$ cat config.mk
export PLATFORM = sky130hd
export DESIGN_NAME = cbv_ctrl
export DESIGN_NICKNAME = d
export VERILOG_FILES = /design/src/rtl/cbv_pkg.sv /design/src/rtl/cbv_ctrl.sv
export SDC_FILE = /design/constraint.sdc
export NUM_CORES = 1
export LEC_CHECK = 0
export BUFFER_PORTS_ARGS = -buffer_cell sky130_fd_sc_hd__clkbuf_2
export CELL_PAD_IN_SITES_DETAIL_PLACEMENT = 1
export CELL_PAD_IN_SITES_GLOBAL_PLACEMENT = 1
export CORE_AREA = 2 2 39 41
export CTS_CLUSTER_SIZE = 12
export DETAILED_ROUTE_END_ITERATION = 10
export DIE_AREA = 0 0 41 43
export GPL_ROUTABILITY_DRIVEN = 0
export GPL_TIMING_DRIVEN = 0
export PLACE_DENSITY_LB_ADDON = 0.1
export RECOVER_POWER = 100
export SLEW_MARGIN = 20
export SYNTH_ARGS = -nofsm -noshare
export SYNTH_HDL_FRONTEND = slang
export SYNTH_SLANG_ARGS = --single-unit
$ cat constraint.sdc
create_clock -name clk -period 4.3 [get_ports clk]
set_clock_uncertainty 0.15 [all_clocks]
set_input_delay 0.215 -clock clk [delete_from_list [all_inputs] [get_ports clk]]
set_output_delay 0.215 -clock clk [all_outputs]
set_load 0.02 [all_outputs]
$ cat src/rtl/cbv_pkg.sv
`default_nettype none
// ----------------------------------------------------------------------------
// cbv_pkg
// Shared types and constants of the cubic bend velocity sequencer.
// ----------------------------------------------------------------------------
package cbv_pkg;

  localparam int DIV_W = 40;   // dividend and quotient width of the divider
  localparam int DSR_W = 16;   // divisor width

  // phases
  localparam logic [1:0] PH_IDLE = 2'd0;
  localparam logic [1:0] PH_FWD  = 2'd1;
  localparam logic [1:0] PH_BENT = 2'd2;
  localparam logic [1:0] PH_BACK = 2'd3;

  // configuration register indexes
  localparam logic [2:0] REG_DIST  = 3'd0;
  localparam logic [2:0] REG_TIME  = 3'd1;
  localparam logic [2:0] REG_BENT  = 3'd2;
  localparam logic [2:0] REG_HOME  = 3'd3;
  localparam logic [2:0] REG_CLEAR = 3'd4;
  localparam logic [2:0] REG_GAIN  = 3'd5;

  // datapath step codes
  localparam logic [3:0] ST_NONE  = 4'd0;
  localparam logic [3:0] ST_LATCH = 4'd1;
  localparam logic [3:0] ST_EVAL  = 4'd2;
  localparam logic [3:0] ST_S     = 4'd3;
  localparam logic [3:0] ST_MUL1  = 4'd4;
  localparam logic [3:0] ST_MUL2  = 4'd5;
  localparam logic [3:0] ST_MUL3  = 4'd6;
  localparam logic [3:0] ST_MUL4  = 4'd7;
  localparam logic [3:0] ST_MUL5  = 4'd8;
  localparam logic [3:0] ST_FINAL = 4'd9;

  // divider operand select
  localparam logic DSEL_TIME = 1'b0;
  localparam logic DSEL_VEL  = 1'b1;

  typedef struct packed {
    logic [3:0] step;
    logic       div_start;
    logic       div_sel;
  } cbv_cmd_t;

  typedef struct packed {
    logic fwd;
    logic t_ok;
    logic div_done;
  } cbv_stat_t;

endpackage
`default_nettype wire

$ cat src/rtl/cbv_ctrl.sv
`default_nettype none
// ----------------------------------------------------------------------------
// cbv_ctrl
// Sequencer for one tick: capture, phase update, division, multiplies.
// ----------------------------------------------------------------------------
module cbv_ctrl import cbv_pkg::*; (
  input  wire logic      clk,
  input  wire logic      rst_n,
  input  wire logic      in_fire,
  input  wire logic      out_free,
  input  wire cbv_stat_t stat,
  output cbv_cmd_t       cmd,
  output logic           idle,
  output logic           load_out
);

  localparam logic [3:0] S_IDLE  = 4'd0;
  localparam logic [3:0] S_EVAL  = 4'd1;
  localparam logic [3:0] S_CHK   = 4'd2;
  localparam logic [3:0] S_WAIT1 = 4'd3;
  localparam logic [3:0] S_M1    = 4'd4;
  localparam logic [3:0] S_M2    = 4'd5;
  localparam logic [3:0] S_M3    = 4'd6;
  localparam logic [3:0] S_M4    = 4'd7;
  localparam logic [3:0] S_M5    = 4'd8;
  localparam logic [3:0] S_WAIT2 = 4'd9;
  localparam logic [3:0] S_DONE  = 4'd10;

  logic [3:0] state_r, state_nxt;

  always_comb begin
    state_nxt     = state_r;
    cmd.step      = ST_NONE;
    cmd.div_start = 1'b0;
    cmd.div_sel   = DSEL_TIME;
    load_out      = 1'b0;
    case (state_r)
      S_IDLE: if (in_fire) begin
        cmd.step  = ST_LATCH;
        state_nxt = S_EVAL;
      end
      S_EVAL: begin
        cmd.step  = ST_EVAL;
        state_nxt = S_CHK;
      end
      S_CHK: begin
        if (stat.fwd && stat.t_ok) begin
          cmd.div_start = 1'b1;
          state_nxt     = S_WAIT1;
        end else begin
          state_nxt = S_DONE;
        end
      end
      S_WAIT1: if (stat.div_done) begin
        cmd.step  = ST_S;
        state_nxt = S_M1;
      end
      S_M1: begin
        cmd.step  = ST_MUL1;
        state_nxt = S_M2;
      end
      S_M2: begin
        cmd.step  = ST_MUL2;
        state_nxt = S_M3;
      end
      S_M3: begin
        cmd.step  = ST_MUL3;
        state_nxt = S_M4;
      end
      S_M4: begin
        cmd.step  = ST_MUL4;
        state_nxt = S_M5;
      end
      S_M5: begin
        // velocity division runs beside the correction multiply
        cmd.step      = ST_MUL5;
        cmd.div_start = 1'b1;
        cmd.div_sel   = DSEL_VEL;
        state_nxt     = S_WAIT2;
      end
      S_WAIT2: begin
        cmd.div_sel = DSEL_VEL;
        if (stat.div_done) begin
          cmd.step  = ST_FINAL;
          state_nxt = S_DONE;
        end
      end
      S_DONE: if (out_free) begin
        load_out  = 1'b1;
        state_nxt = S_IDLE;
      end
      default: state_nxt = S_IDLE;
    endcase
  end

  always_ff @(posedge clk) begin
    if (!rst_n) state_r <= S_IDLE;
    else        state_r <= state_nxt;
  end

  assign idle = (state_r == S_IDLE);

endmodule
`default_nettype wire

==> impl_results.md <==
- Setup Viol. Count Final: 0
- Critical-path top delay cell: clkbuf_1
- Pwr dens: 719 mW/mm^2
- Worst Path Arrival: 1.90 ns
- Crit-path max FO: 10
- Initial antenna violation count: 0
- CP Class: reg2out
- Die area: 0.00176 mm^2
- WP buf/inv: 3
- DRT Pass-1 Iters: 3
- Hold path startpoint: rst_n
- Simple-gate share of the synthesized area: 38.4%
- Register-to-register setup slack: 2.40 ns
- Fillers: 195
- Core Area: 0.00138 mm^2
- Status: finished, final reports clean
- Post-CTS Resized: 0
- Largest delay share family, worst path: buffers and inverters
- DRC violations left: 0
- Clock latency on the worst-skew pair: around 0.23 ns
- Total negative slack: 0 ns
- Seq/Total Area, Yosys: 19.8%
- Worst Hold Path Cells: 2
- RSZ-0062 raised after global routing: false
- CTS tree: done
- H-tree levels: 1
- Die Width: 41 um
- First-pass GRT wire length: ~1900 um
- Worst setup margin: 2.03 ns
- Placement Setup Slack: 2.53 ns
- Most used cell, CP: clkbuf_1
- Synthesized Nets: 60
- Crit path cell chain: clkbuf_1 -> clkbuf_1 -> a31oi_1 -> o32ai_1 -> clkbuf_1
- Max clock buf depth: 2
- CP peak stage delay: ~0.40 ns
- Largest Register: state_r
- Hold-fix buffers, CTS: 0
- Post-DP HPWL: roughly 800 um
- Worst Hold Class: in2reg
- Biggest regs: state_r: 4 flops
- Worst-Margin Slew: 0.491 ns
- Reg2reg end: state_r[0]$_SDFFE_PN0P_
- Pleak: between 0.00015 and 0.0002 uW
- Period utilization: 52.7%
- CTS root buffer: clkbuf_4
- Die H: 43 um
- YS warnings: 0
- Postcts setup bufs: 0
- Synth Area per Inst: 7.63 um^2
- Worst Path Required: 3.93 ns
- Ports: 15
- Final global-route overflow total: 0
- Adder-cell share of the synthesized area: 0%
- Initial Util: 29.2%
- Reg clk slew, reported paths: approximately 0.040 ns
- Total wire length: 1140 um
- Final Hold Fails: 0
- CTS buffer count: 3
- Post-synthesis mux area share: 0%
- 1st-iter DRT viols: 1
- Per-cell routed wire length: 13.2 um
- Largest family of logic cells by synthesized area: simple AND/OR/NAND/NOR gates
- CP endpoint kind: primary output
- Post-layout nets: 79
- Synthesized instance count: 53
- Share of cells above drive strength 1: 20.0%
- Total number of vias: around 440
- Synth Register Bits: 4
- Max-slew headroom: 67.1%
- Largest net degree at the start of global routing: 11
- GRT Total Usage: 15.9%
- Post-synth cell types: 30
- Layout area overhead: 20.4%
- Vias in the first global route: 424
- Row cnt: 14
- WHS Endpoint: state_r[0]$_SDFFE_PN0P_
- Tot Pwr: 350 uW
- VDD IR max: ~0.00021 V
- Via density: 5.08
- Fin. max-slew vios: 0
- Mapped cell area: roughly 400 um^2
- I/O Buffers: 14
- Max Cap Viol: 0
- Post-synthesis compound-gate area fraction: 30.3%
- Fmax: 441 MHz
- Critical Path Source: state_r[3]$_SDFFE_PN0P_
- ANT cells: 0
- Max reg flops: 4
- RR Startpoint: state_r[3]$_SDFFE_PN0P_
- Clock sink count: 4
- Detail Route Antenna Nets: 0
- R2R depth: 5
- Startpoint Class: flop
- Min Tclk post-route: around 2.3 ns
- Post-synthesis xor/xnor area fraction: 2.17%
[per-layer routing]
layer,vias to the layer above,wire length (um),part of all wire [%],track usage (%)
li1,232,-,-,-
met1,198,624,55,20.8
met2,7,484,43,22.8
met3,0,26,2.3,3.14
met4,0,0,0,10.0
met5,-,0,0,0
[kinds of logic (layout without fill, tap and decap cells)]
family                 after synthesis  in the layout
AND/OR/NAND/NOR                     24             24
AO/OA/AOI/OAI                       17             17
flip-flops                           4              4
XOR/XNOR                             1              1
buffers and inverters                7             24
[cells in the mapped netlist, drive strengths merged]
cell | instances | share of area (%)
nor3 | 4 | 6.2
nand3 | 1 | 1.2
a21oi | 7 | 8.7
nand2 | 2 | 1.9
xnor2 | 1 | 2.2
o32ai | 1 | 2.2
and4b | 1 | 2.5
and2 | 1 | 1.5
clkbuf | 2 | 1.9
inv | 1 | 0.93
a211oi | 3 | 8.7
nor2b | 1 | 1.5
nand4b | 1 | 2.2
o41ai | 1 | 2.2
nand2b | 5 | 7.7
o211ai | 1 | 1.9
o21ai | 1 | 1.2
nand3b | 2 | 3.7
o21a | 1 | 1.9
o22a | 1 | 2.2
nor4 | 1 | 1.5
nor3b | 2 | 3.7
or3 | 1 | 2.8
a31oi | 1 | 1.5
dfxtp | 4 | 20
buf | 4 | 6.5
nor2 | 2 | 1.9
[worst max path at each step]
stage          slack (ns)     end  depth (start not counted)
2_1_floorplan        2.57  cmd[2]                          4
4_1_cts              2.28  cmd[2]                          5
5_1_grt              1.80  cmd[2]                          5
3_3_place_gp         2.53  cmd[2]                          5
3_5_place_dp         2.53  cmd[2]                          5
6_report             2.03  cmd[2]                          5
[area by class of cell]
cell class | instances | area, um^2 | share of cell area (%)
flip-flops and latches | 4 | 80.1 | 16.5
repair buffers | 14 | 60.1 | 12.3
inverters | 1 | 3.75 | 0.771
plain buffers | 6 | 26.3 | 5.40
multi-input cells | 42 | 274 | 56.3
clock buffers | 3 | 22.5 | 4.63
well taps | 16 | 20.0 | 4.11
[cell usage in the layout, fill, tap and decap left out, drive strengths merged, types with 2 or more instances in the layout]
cell    synthesis  routed
a211oi          3       3
a21oi           7       7
buf             4       3
clkbuf          2      20
dfxtp           4       4
nand2           2       2
nand2b          5       5
nand3b          2       2
nor2            2       2
nor3            4       4
nor3b           2       2
[stage by stage]
step	instances	instance area, um^2	hold slack, ns	utilization, %
global placement	83	494	0.304	35.7
finish	86	487	0.0690	35.2
CTS	86	517	0.0595	37.3
floorplan	53	404	0.183	-
detailed placement	83	494	0.308	35.7
global route	86	487	0.0926	35.2
[report_power, final]
| part | internal, uW | switching (uW) |
|---|---|---|
| registers | 51.2 | 8.85 |
| logic | 86.2 | 159 |
| clock network | 31.1 | 13.8 |
| total | 168 | 181 |
Note: power is estimated with default switching activity, not from simulation.
